--- config.mk ---
export PLATFORM = sky130hd
export DESIGN_NAME = synth_divider_word_serializer
export DESIGN_NICKNAME = d
export VERILOG_FILES = /design/src/hw/rtl/sdws_pkg.sv /design/src/hw/rtl/sdws_calc.sv /design/src/hw/rtl/synth_divider_word_serializer.sv
export SDC_FILE = /design/constraint.sdc
export NUM_CORES = 1
export LEC_CHECK = 0
export BUFFER_PORTS_ARGS = -buffer_cell sky130_fd_sc_hd__buf_2
export CELL_PAD_IN_SITES_DETAIL_PLACEMENT = 1
export CELL_PAD_IN_SITES_GLOBAL_PLACEMENT = 1
export CORE_MARGIN = 2
export CORE_UTILIZATION = 40
export CTS_CLUSTER_SIZE = 28
export DETAILED_ROUTE_END_ITERATION = 10
export HOLD_SLACK_MARGIN = 0.08
export PLACE_DENSITY = 0.65
export SKIP_CTS_REPAIR_TIMING = 1
export SYNTH_ARGS = -nofsm -noshare
export SYNTH_HDL_FRONTEND = slang
export SYNTH_SLANG_ARGS = --single-unit
--- constraint.sdc ---
create_clock -name aclk -period 10.96 [get_ports aclk]
set_input_delay 0.548 -clock aclk [delete_from_list [all_inputs] [get_ports aclk]]
set_output_delay 0.548 -clock aclk [all_outputs]
set_load 0.03 [all_outputs]
--- src/hw/rtl/sdws_pkg.sv ---
`timescale 1ns / 1ps
// ----------------------------------------------------------------------------
// sdws_pkg
// Shared types and constants for the synthesizer divider word serializer.
// ----------------------------------------------------------------------------
package sdws_pkg;

    // Field widths
    localparam int WORD_BITS   = 32;
    localparam int TUNING_W    = 25;
    localparam int IF_W        = 17;
    localparam int N_W         = 18;
    localparam int REF_W       = 7;
    localparam int FREQ_W      = 18;   // LO frequency in kHz, max 164625
    localparam int KHZ_W       = 16;   // tuning_hz / 1000, max 33554
    localparam int Q1K_W       = 8;    // F / 1000, max 164
    localparam int Q100_W      = 11;   // F / 100, max 1646
    localparam int REM1K_W     = 10;
    localparam int REM100_W    = 7;
    localparam int N1_W        = 12;   // max 3499
    localparam int PAD_W       = WORD_BITS - REF_W - N_W - 1;
    localparam int CNT_W       = $clog2(WORD_BITS + 1);

    // Reset value of the IF offset register
    localparam logic [IF_W-1:0] IF_RESET_KHZ = 17'd65500;

    // Fixed reference dividers
    localparam logic [REF_W-1:0] REF_ONE   = 7'h64;
    localparam logic [REF_W-1:0] REF_TWO   = 7'h0A;
    localparam logic [REF_W-1:0] REF_THREE = 7'h64;

    // Reciprocal constants: floor(x / d) = (x * M) >> S, exact over the input range
    localparam int                 PROD_T_W     = 51;
    localparam logic [PROD_T_W-1:0] RECIP_T1K    = 51'd34359739;  // /1000, 25-bit x
    localparam int                 RECIP_T1K_SH = 35;
    localparam int                 PROD_F_W     = 37;
    localparam logic [PROD_F_W-1:0] RECIP_F1K    = 37'd268436;    // /1000, 18-bit x
    localparam int                 RECIP_F1K_SH = 28;
    localparam logic [PROD_F_W-1:0] RECIP_F100   = 37'd335545;    // /100, 18-bit x
    localparam int                 RECIP_F100_SH = 25;

    // Index of the latch beat in a run
    localparam logic [CNT_W-1:0] LATCH_BEAT = CNT_W'(WORD_BITS);

    // Three packed synthesizer words
    typedef struct packed {
        logic [WORD_BITS-1:0] one;
        logic [WORD_BITS-1:0] two;
        logic [WORD_BITS-1:0] three;
    } sdws_words_t;

    // Handshake between the arithmetic pipe and the serializer
    typedef struct packed {
        logic valid;
    } sdws_fwd_t;

    typedef struct packed {
        logic ready;
    } sdws_bwd_t;

endpackage

--- src/hw/rtl/sdws_calc.sv ---
`timescale 1ns / 1ps
// ----------------------------------------------------------------------------
// sdws_calc
// Six-stage pipe: tuning frequency in, three packed divider words out.
// ----------------------------------------------------------------------------
module sdws_calc (
    input  logic                              aclk,
    input  logic                              aresetn,
    input  logic                              s_valid,
    output logic                              s_ready,
    input  logic [sdws_pkg::TUNING_W-1:0]     s_tuning_hz,
    input  logic [sdws_pkg::IF_W-1:0]         if_offset,
    output sdws_pkg::sdws_fwd_t               out_fwd,
    input  sdws_pkg::sdws_bwd_t               out_bwd,
    output sdws_pkg::sdws_words_t             out_words
);
    import sdws_pkg::*;

    // Stage valid bits and per-stage enables
    logic [5:0] vld_reg;
    logic [5:0] en;
    logic [5:0] vin;

    // Stage payload registers
    logic [TUNING_W-1:0] tune_reg;
    logic [KHZ_W-1:0]    khz_reg;
    logic [FREQ_W-1:0]   f3_reg;
    logic [FREQ_W-1:0]   f4_reg;
    logic [Q1K_W-1:0]    q1k4_reg;
    logic [Q100_W-1:0]   q100_4_reg;
    logic [Q1K_W-1:0]    q1k5_reg;
    logic [Q100_W-1:0]   q100_5_reg;
    logic [REM1K_W-1:0]  rem1k_reg;
    logic [REM100_W-1:0] rem100_reg;
    sdws_words_t         words_reg;

    // Next values
    logic [PROD_T_W-1:0] prod_t;
    logic [KHZ_W-1:0]    khz_next;
    logic [FREQ_W-1:0]   f_next;
    logic [PROD_F_W-1:0] prod_f1k;
    logic [PROD_F_W-1:0] prod_f100;
    logic [Q1K_W-1:0]    q1k_next;
    logic [Q100_W-1:0]   q100_next;
    logic [REM1K_W-1:0]  rem1k_next;
    logic [REM100_W-1:0] rem100_next;
    logic                a_bit;
    logic [N1_W-1:0]     n1;
    logic [N_W-1:0]      n1_ext;
    logic [N_W-1:0]      n2;
    logic [Q100_W-1:0]   n3;
    logic [N_W-1:0]      n3_ext;
    sdws_words_t         words_next;

    // Ready chain: a stage moves when empty or when the next one moves
    always_comb begin
        en[5] = !vld_reg[5] || out_bwd.ready;
        for (int k = 4; k >= 0; k--) begin
            en[k] = !vld_reg[k] || en[k+1];
        end
        vin = {vld_reg[4:0], s_valid};
    end

    assign s_ready       = en[0];
    assign out_fwd.valid = vld_reg[5];
    assign out_words     = words_reg;

    // Stage 2: tuning / 1000 by reciprocal
    assign prod_t   = PROD_T_W'(tune_reg) * RECIP_T1K;
    assign khz_next = KHZ_W'(prod_t >> RECIP_T1K_SH);

    // Stage 3: add the IF offset
    assign f_next = FREQ_W'(khz_reg) + FREQ_W'(if_offset);

    // Stage 4: F / 1000 and F / 100
    assign prod_f1k  = PROD_F_W'(f3_reg) * RECIP_F1K;
    assign prod_f100 = PROD_F_W'(f3_reg) * RECIP_F100;
    assign q1k_next  = Q1K_W'(prod_f1k >> RECIP_F1K_SH);
    assign q100_next = Q100_W'(prod_f100 >> RECIP_F100_SH);

    // Stage 5: remainders
    assign rem1k_next  = REM1K_W'(f4_reg - FREQ_W'(q1k4_reg) * 18'd1000);
    assign rem100_next = REM100_W'(f4_reg - FREQ_W'(q100_4_reg) * 18'd100);

    // Stage 6: divider values and word packing
    always_comb begin
        a_bit  = (rem1k_reg >= 10'd500);
        n1     = N1_W'(rem1k_reg) + 12'd3000 - (a_bit ? 12'd1000 : 12'd0);
        n1_ext = N_W'(n1);
        n2     = N_W'(q1k5_reg) + N_W'(a_bit) - 18'd3;   // wraps below 2500 kHz
        n3     = q100_5_reg + Q100_W'(rem100_reg >= 7'd50);
        n3_ext = N_W'(n3);
        words_next.one   = {{PAD_W{1'b0}}, REF_ONE, n1_ext, 1'b0};
        // P=1 words: N bits 15..3 move up past a two-bit gap
        words_next.two   = {{PAD_W{1'b0}}, REF_TWO, n2[15:3], 2'b00, n2[2:0], 1'b1};
        words_next.three = {{PAD_W{1'b0}}, REF_THREE, n3_ext[15:3], 2'b00,
                            n3_ext[2:0], 1'b1};
    end

    // Valid bits
    always_ff @(posedge aclk) begin
        if (!aresetn) begin
            vld_reg <= '0;
        end else begin
            for (int k = 0; k < 6; k++) begin
                if (en[k]) begin
                    vld_reg[k] <= vin[k];
                end
            end
        end
    end

    // Payload registers
    always_ff @(posedge aclk) begin
        if (en[0] && vin[0]) begin
            tune_reg <= s_tuning_hz;
        end
        if (en[1] && vin[1]) begin
            khz_reg <= khz_next;
        end
        if (en[2] && vin[2]) begin
            f3_reg <= f_next;
        end
        if (en[3] && vin[3]) begin
            f4_reg     <= f3_reg;
            q1k4_reg   <= q1k_next;
            q100_4_reg <= q100_next;
        end
        if (en[4] && vin[4]) begin
            q1k5_reg   <= q1k4_reg;
            q100_5_reg <= q100_4_reg;
            rem1k_reg  <= rem1k_next;
            rem100_reg <= rem100_next;
        end
        if (en[5] && vin[5]) begin
            words_reg <= words_next;
        end
    end

endmodule

--- src/hw/rtl/synth_divider_word_serializer.sv ---
`timescale 1ns / 1ps
// ----------------------------------------------------------------------------
// synth_divider_word_serializer
// Computes three synthesizer divider words from a tuning frequency and
// shifts them out MSB first, one bit per chip per transaction, then a latch.
// ----------------------------------------------------------------------------
// The first result follows the input through the six pipe stages and the shift-register load.
// Throughput: 33 result transactions per input (32 bits plus latch); the
//   one-beat-per-cycle shifter sets this while m_ready is high; runs follow each other with no gap.
// The arithmetic pipe holds up to six further inputs while the shifter runs.
// Reset: IF offset returns to 65500 kHz, pipe and shifter are emptied.
module synth_divider_word_serializer (
    input  logic                           aclk,
    input  logic                           aresetn,
    // Configuration
    input  logic                           cfg_we,
    input  logic [sdws_pkg::IF_W-1:0]      cfg_wdata,
    // Input channel
    input  logic                           s_valid,
    output logic                           s_ready,
    input  logic [sdws_pkg::TUNING_W-1:0]  s_tuning_hz,
    // Result channel
    output logic                           m_valid,
    input  logic                           m_ready,
    output logic                           m_bit_chip_one,
    output logic                           m_bit_chip_two,
    output logic                           m_bit_chip_three,
    output logic                           m_latch_pulse,
    output logic                           m_last
);
    import sdws_pkg::*;

    logic [IF_W-1:0]      if_offset_reg;
    sdws_fwd_t            calc_fwd;
    sdws_bwd_t            calc_bwd;
    sdws_words_t          calc_words;

    logic                 busy_reg;
    logic [CNT_W-1:0]     cnt_reg;
    logic [WORD_BITS-1:0] sh1_reg;
    logic [WORD_BITS-1:0] sh2_reg;
    logic [WORD_BITS-1:0] sh3_reg;
    logic                 beat_done;
    logic                 at_latch;
    logic                 load;

    // IF offset register
    always_ff @(posedge aclk) begin
        if (!aresetn) begin
            if_offset_reg <= IF_RESET_KHZ;
        end else if (cfg_we) begin
            if_offset_reg <= cfg_wdata;
        end
    end

    // Arithmetic pipe
    sdws_calc u_calc (
        .aclk        (aclk),
        .aresetn     (aresetn),
        .s_valid     (s_valid),
        .s_ready     (s_ready),
        .s_tuning_hz (s_tuning_hz),
        .if_offset   (if_offset_reg),
        .out_fwd     (calc_fwd),
        .out_bwd     (calc_bwd),
        .out_words   (calc_words)
    );

    // Shifter control: take new words when idle or on the latch beat
    assign beat_done      = busy_reg && m_ready;
    assign at_latch       = (cnt_reg == LATCH_BEAT);
    assign calc_bwd.ready = !busy_reg || (beat_done && at_latch);
    assign load           = calc_bwd.ready && calc_fwd.valid;

    always_ff @(posedge aclk) begin
        if (!aresetn) begin
            busy_reg <= 1'b0;
            cnt_reg  <= '0;
        end else if (load) begin
            busy_reg <= 1'b1;
            cnt_reg  <= '0;
        end else if (beat_done) begin
            if (at_latch) begin
                busy_reg <= 1'b0;
            end
            cnt_reg <= cnt_reg + 1'b1;
        end
    end

    // Shift registers; zeros fill in, so all bits are low on the latch beat
    always_ff @(posedge aclk) begin
        if (load) begin
            sh1_reg <= calc_words.one;
            sh2_reg <= calc_words.two;
            sh3_reg <= calc_words.three;
        end else if (beat_done) begin
            sh1_reg <= {sh1_reg[WORD_BITS-2:0], 1'b0};
            sh2_reg <= {sh2_reg[WORD_BITS-2:0], 1'b0};
            sh3_reg <= {sh3_reg[WORD_BITS-2:0], 1'b0};
        end
    end

    // Result outputs
    assign m_valid          = busy_reg;
    assign m_bit_chip_one   = sh1_reg[WORD_BITS-1];
    assign m_bit_chip_two   = sh2_reg[WORD_BITS-1];
    assign m_bit_chip_three = sh3_reg[WORD_BITS-1];
    assign m_latch_pulse    = at_latch;
    assign m_last           = at_latch;

endmodule
==> results of run 1 <==
-- area by class of cell --
| type | count | area (µm²) | area share, % |
|---|---|---|---|
| timing repair buffer | 74 | 423 | 1.28 |
| inverter | 722 | 2710 | 8.17 |
| tap | 978 | 1220 | 3.69 |
| sequential | 285 | 8260 | 24.9 |
| clock buffer | 45 | 933 | 2.82 |
| clock inverter | 17 | 213 | 0.642 |
| multi-input combinational | 1702 | 19400 | 58.5 |
-- cells in the mapped netlist, types with 4 or more instances --
master | instances | area share [%]
ha_1 | 588 | 24
o21bai_1 | 6 | 0.15
or2_2 | 6 | 0.12
a2111oi_0 | 4 | 0.12
nand3_1 | 28 | 0.46
and3_1 | 13 | 0.27
nor2_1 | 32 | 0.39
inv_1 | 722 | 8.9
nor4_1 | 7 | 0.14
xnor2_1 | 69 | 2.0
a211oi_1 | 8 | 0.20
nor2b_1 | 22 | 0.45
nand2_1 | 173 | 2.1
and4_1 | 5 | 0.14
a21o_1 | 41 | 1.0
nand4_1 | 15 | 0.31
and2_1 | 52 | 1.1
mux2i_1 | 17 | 0.56
a21oi_1 | 72 | 1.2
o31ai_1 | 4 | 0.099
a221oi_1 | 5 | 0.14
nor3_1 | 17 | 0.28
edfxtp_1 | 255 | 25
a31oi_1 | 5 | 0.10
dfxtp_1 | 30 | 2.0
fa_1 | 373 | 25
o21ai_0 | 32 | 0.53
o21a_1 | 12 | 0.30
o211ai_1 | 6 | 0.15
xor2_1 | 33 | 0.95
a21boi_0 | 5 | 0.12
clkbuf_1 | 20 | 0.25
nand2b_1 | 14 | 0.29
-- cell families (layout without fill, tap and decap cells) --
family	after synthesis	count (layout)	share of synthesized area (%)
fa+ha+maj	961	961	48.7
buf+inv	744	858	9.20
mux	19	19	0.634
flops	285	285	27.2
simple gates	392	392	6.27
compound gates	228	228	5.07
xor+xnor	102	102	2.94
-- stage by stage --
step | std cells | util, % | hold WS, ns | setup slack, ns | area, µm²
floorplan | 2731 | - | 0.400 | 3.23 | 30400
global placement | 3761 | 42.4 | 0.403 | 4.18 | 32000
detailed placement | 3761 | 42.4 | 0.405 | 4.00 | 32000
CTS | 3823 | 43.9 | 0.125 | 4.04 | 33200
global route | 3823 | 43.9 | 0.137 | 3.68 | 33200
finish | 3823 | 43.9 | 0.168 | 3.95 | 33200
-- per-layer routing --
metal  vias to the layer above  wire length, µm
met5                         -                0
met4                         0             1740
met3                        90             2860
met2                       216            34800
met1                      9519            33600
li1                       8977                -
-- critical path: cells and delay by family (launching register included) --
kind	cells	cell delay (ns)
DFF	1	1.00
and+or+nand+nor	1	0.14
buffers and inverters	3	0.27
AOI/OAI and AO/OA	7	2.59
adders and majority gates	7	2.82
-- worst paths after layout --
path                        start              endpoint  slack (ns)  depth (start not counted)
max              u_calc.f3_reg[8]    u_calc.q1k4_reg[6]        3.95                         18
min               s_tuning_hz[14]   u_calc.tune_reg[14]        0.17                          1
max reg2reg      u_calc.f3_reg[8]    u_calc.q1k4_reg[6]        3.95                         18
min reg2reg  u_calc.q100_4_reg[6]  u_calc.q100_5_reg[6]        0.41                          0
==> impl_results.md, run 1 <==
- Critical path peak fanout: 13
- Commonest non-fill, non-tap cell in the layout: inv_1
- Crit path capture type: register
- Critical path, cell by cell: ha_1 -> inv_1 -> ha_1 -> inv_1 -> fa_1 -> inv_1 -> fa_1 -> fa_1 -> fa_1 -> ha_1 -> a21oi_1 -> o21ai_0 -> a221oi_1 -> nor2_1 -> a21oi_1 -> a311oi_1 -> o41ai_1 -> a21boi_0
- Diodes inserted: 0
- Clock Sinks: 285
- Post-Synthesis Cells: 2731
- IO buf count: 53
- Setup violations, final: 0
- Filler cells: 8228
- Fin crit share: 63.9%
- Die area: 78300 µm²
- EDFF count, synth: 255
- CTS tree: built
- YS warnings: 0
- NumNets Final: 3828
- Clock Skew: 0.0286 ns
- Syn avg cell area: 11.1 µm²
- Largest net degree at the start of global routing: 95
- GRT overflow: 0
- Register area share after synthesis: 27.2%
- Worst slew margin: 20.1%
- Initial Util: 40.2%
- WP data arrival: 7.38 ns
- First-pass DRT Iterations: 4
- Met1 GRT Util: 26.4%
- Via/cell ratio: 4.92
- Hpwl dp: 62000 µm
- Post-Synthesis Cell Area: 30400 µm²
- WL final: 73100 µm
- Cell mode on critical path: fa_1
- Max-slew violations: 0
- Max Fclk: 143 MHz
- Root Buffer: clkbuf_16
- Row Count: 101
- Total GRT Usage: 19.7%
- Post-synth ARST share: 0%
- I/O pins: 54
- Grt met2 use: 33.3%
- Actual slew at the worst max-slew pin: 1.20 ns
- Num CTS Buffers: 35
- Routed WL per cell: 19.1 µm
- Critical path class: register to register
- Maximum clock path buffer count: 3
- Setup crit start kind: register
- Setup_tns: 0 ns
- Gr busiest metal: met2
- Die width: 280 µm
- Largest register FFs: 39
- Synth Flop Type: edfxtp_1
- Clk slew on worst S/H paths: 0.06 ns
- Vias in the first global route: 21.7k
- WP data required: 11.33 ns
- Initial antenna violation count: 2
- Floorplan Core Area: 75600 µm²
- DRT iter0 DRCs: 738
- Post-Syn Nets: 3739
- Routed Antenna Nets: 0
- Remaining DRCs: 0
- Crit-path max cell delay: 1.00 ns
- Worst skew pair latency: 0.56 ns
- Commonest cells after routing, fill and taps aside: inv_1 (722), ha_1 (588), fa_1 (373)
- Fin crit period: 7.01 ns
- Slowest CP cell: edfxtp_1
- Unrepaired setup endpoints after global routing: false
- Status: complete, no violations
- First-pass GRT wire length: 119000 µm
- Area grow syn2layout: 9.01%
- Yosys cell types: 60
- Max-Cap Viols: 0
- Min-delay worst type: input port to register
- Final Hold Viols: 0
- CTS H-tree lvls: 2
- Share of layout cells above drive strength 1: 5.24%
- Die height: 280 µm
- DR vias: 18.8k
- Met3 Use GR: 3.16%
- FF+latch count, synth: 285
- GPL Wtd Cong: 0.895
Power of run 1 is not shown: default switching activity piles up to over one toggle a cycle in this logic, so the estimate is an artifact.
==> inputs of run 2 (changes only) <==
- PLACE_DENSITY: 0.65 -> 0.67
- clock period: 10.96 -> 6.1 ns (I/O delays scaled with it)
==> impl_results.md, run 2 (synthesis results as in run 1) <==
- Total GRT Usage: 19.3% (-0.37 points)
- WL final: 74200 µm (+1.6%)
- Commonest non-fill, non-tap cell in the layout: inv_1
- DRT iter0 DRCs: 730 (-1.1%)
- Status: complete, but fails checks
- Vias in the first global route: 22.5k (+3.7%)
- Root Buffer: clkbuf_16
- CTS tree: built
- Setup WS post-layout: -0.242 ns (-4.20 ns)
- WP data required: 6.50 ns (-4.83 ns)
- Crit-path max cell delay: 0.56 ns (-0.44 ns)
- Actual slew at the worst max-slew pin: 1.02 ns (-0.181 ns)
- Clk slew on worst S/H paths: 0.06 ns (about the same)
- Commonest cells after routing, fill and taps aside: inv_1 (707), ha_1 (562), fa_1 (361)
- Critical path class: register to register
- Area grow syn2layout: 17.2%
- Failing checks: setup timing
- Row Count: 101 (unchanged)
- Num CTS Buffers: 35 (unchanged)
- Crit path capture type: register
- Initial antenna violation count: 0 (-2)
- Unrepaired setup endpoints after global routing: true
- Critical path peak fanout: 5 (-8)
- Clock Sinks: 285 (unchanged)
- Maximum clock path buffer count: 3 (unchanged)
- Max Fclk: 158 MHz (+10%)
- Final Hold Viols: 0 (unchanged)
- Cell mode on critical path: fa_1
- Top delay family on crit path: adder cells
- NumNets Final: 4077 (+6.5%)
- Diodes inserted: 0 (unchanged)
- Largest register FFs: 39 (unchanged)
- Worst skew pair latency: 0.55 ns (about the same)
- Floorplan Core Area: 75600 µm² (unchanged)
- Critical path, cell by cell: buf_4 -> fa_1 -> fa_1 -> fa_1 -> inv_1 -> fa_1 -> inv_1 -> fa_1 -> fa_1 -> inv_1 -> fa_1 -> inv_1 -> ha_1 -> a21oi_2 -> o21ai_2 -> a221oi_2 -> a21oi_1 -> a311o_2 -> a21o_1 -> a2111o_1 -> nand3_1
- Setup violations, final: 10 (+10)
- Largest net degree at the start of global routing: 92 (-3.2%)
- Die area: 78300 µm² (unchanged)
- First-pass GRT wire length: 118000 µm (-0.68%)
- First-pass DRT Iterations: 5 (+1)
- IO buf count: 53 (unchanged)
- Routed Antenna Nets: 0 (unchanged)
- Clock Skew: 0.0332 ns (+0.00463 ns)
- Setup WS pre-CTS: -0.574 ns (-4.58 ns)
- Hpwl dp: 63000 µm (+1.6%)
- Fin crit share: 104% (+40 points)
- Via/cell ratio: 4.86 (-1.1%)
- CP Buf/Inv Count: 5 (+2)
- GPL Wtd Cong: 0.897 (+0.15%)
- Remaining DRCs: 0 (unchanged)
- Worst slew margin: 32.2% (+12 points)
- WP data arrival: 6.74 ns (-0.64 ns)
- Setup crit start kind: register
- Fin crit period: 6.34 ns (-0.665 ns)
- Die height: 280 µm (unchanged)
- I/O pins: 54 (unchanged)
- Share of layout cells above drive strength 1: 14.3% (+9.1 points)
- Initial Util: 40.2% (unchanged)
- Die width: 280 µm (unchanged)
- GRT overflow: 0 (unchanged)
- CTS H-tree lvls: 2 (unchanged)
- Slowest CP cell: fa_1
- Routed WL per cell: 18.2 µm (-4.6%)
- Max-slew violations: 0 (unchanged)
- DR vias: 19.8k (+5.2%)
- Max-Cap Viols: 0 (unchanged)
- Min-delay worst type: input port to register
run 2: cell types whose count changed in the layout (fill, tap and decap cells not counted), sizes merged:
| cell | change |
|---|---|
| buf | +208 |
| dlygate4sd3 | +41 |
| bufinv | -1 |
| clkbuf | -1 |
| clkinv | +1 |
| clkinvlp | -1 |
| inv | -1 |
run 2: worst paths after layout:
path | slack (ns) | start | endpoint | cells past startpoint
setup reg to reg | -0.24 | u_calc.tune_reg[14] | u_calc.khz_reg[8] | 21
hold reg to reg | 0.42 | u_calc.f4_reg[0] | u_calc.rem100_reg[0] | 0
setup / recovery | -0.24 | u_calc.tune_reg[14] | u_calc.khz_reg[8] | 21
hold / removal | 0.08 | cfg_wdata[16] | if_offset_reg[16] | 3
run 2: worst register-to-register path: stages, from the launching register on:
cell and delay [ns]:
edfxtp_1 0.39, buf_4 0.18, fa_1 0.42, fa_1 0.44, fa_1 0.50, inv_1 0.05
fa_1 0.49, inv_1 0.06, fa_1 0.51, fa_1 0.56, inv_1 0.06, fa_1 0.53
inv_1 0.04, ha_1 0.22, a21oi_2 0.18, o21ai_2 0.10, a221oi_2 0.29, a21oi_1 0.09
a311o_2 0.40, a21o_1 0.25, a2111o_1 0.37, nand3_1 0.07
run 2: per-stage QoR:
step | cells | util (%) | TNS [ns] | hold WS [ns] | area, µm²
final | 4069 | 47.2 | -1.95 | 0.0796 | 35600
after floorplan | 2731 | - | 0 | 0.400 | 30500
after global placement | 3927 | 44.1 | -3.74 | 0.403 | 33300
after detailed placement | 3927 | 44.1 | -6.60 | 0.407 | 33300
after global routing | 4069 | 47.2 | -5.43 | 0.105 | 35600
after CTS | 3986 | 45.5 | -7.24 | -0.105 | 34400
run 2: per-layer routing:
| metal | vias to the layer above | global-route usage [%] | part of all wire, % |
|---|---|---|---|
| met3 | 89 | 3.36 | 3.6 |
| met5 | - | 0 | 0 |
| met2 | 250 | 33.9 | 50 |
| met4 | 0 | 4.52 | 2.1 |
| li1 | 9473 | - | - |
| met1 | 9973 | 24.7 | 45 |
run 2: layout make-up:
| type | count | area, µm² |
|---|---|---|
| multi-input combinational | 1702 | 19900 |
| clock inverter | 15 | 170 |
| clock buffer | 44 | 920 |
| inverter | 722 | 2710 |
| fill | 8171 | 39900 |
| timing repair buffer | 323 | 2430 |
| sequential | 285 | 8260 |
| tap | 978 | 1220 |
Power of run 2 is left out for the same reason.
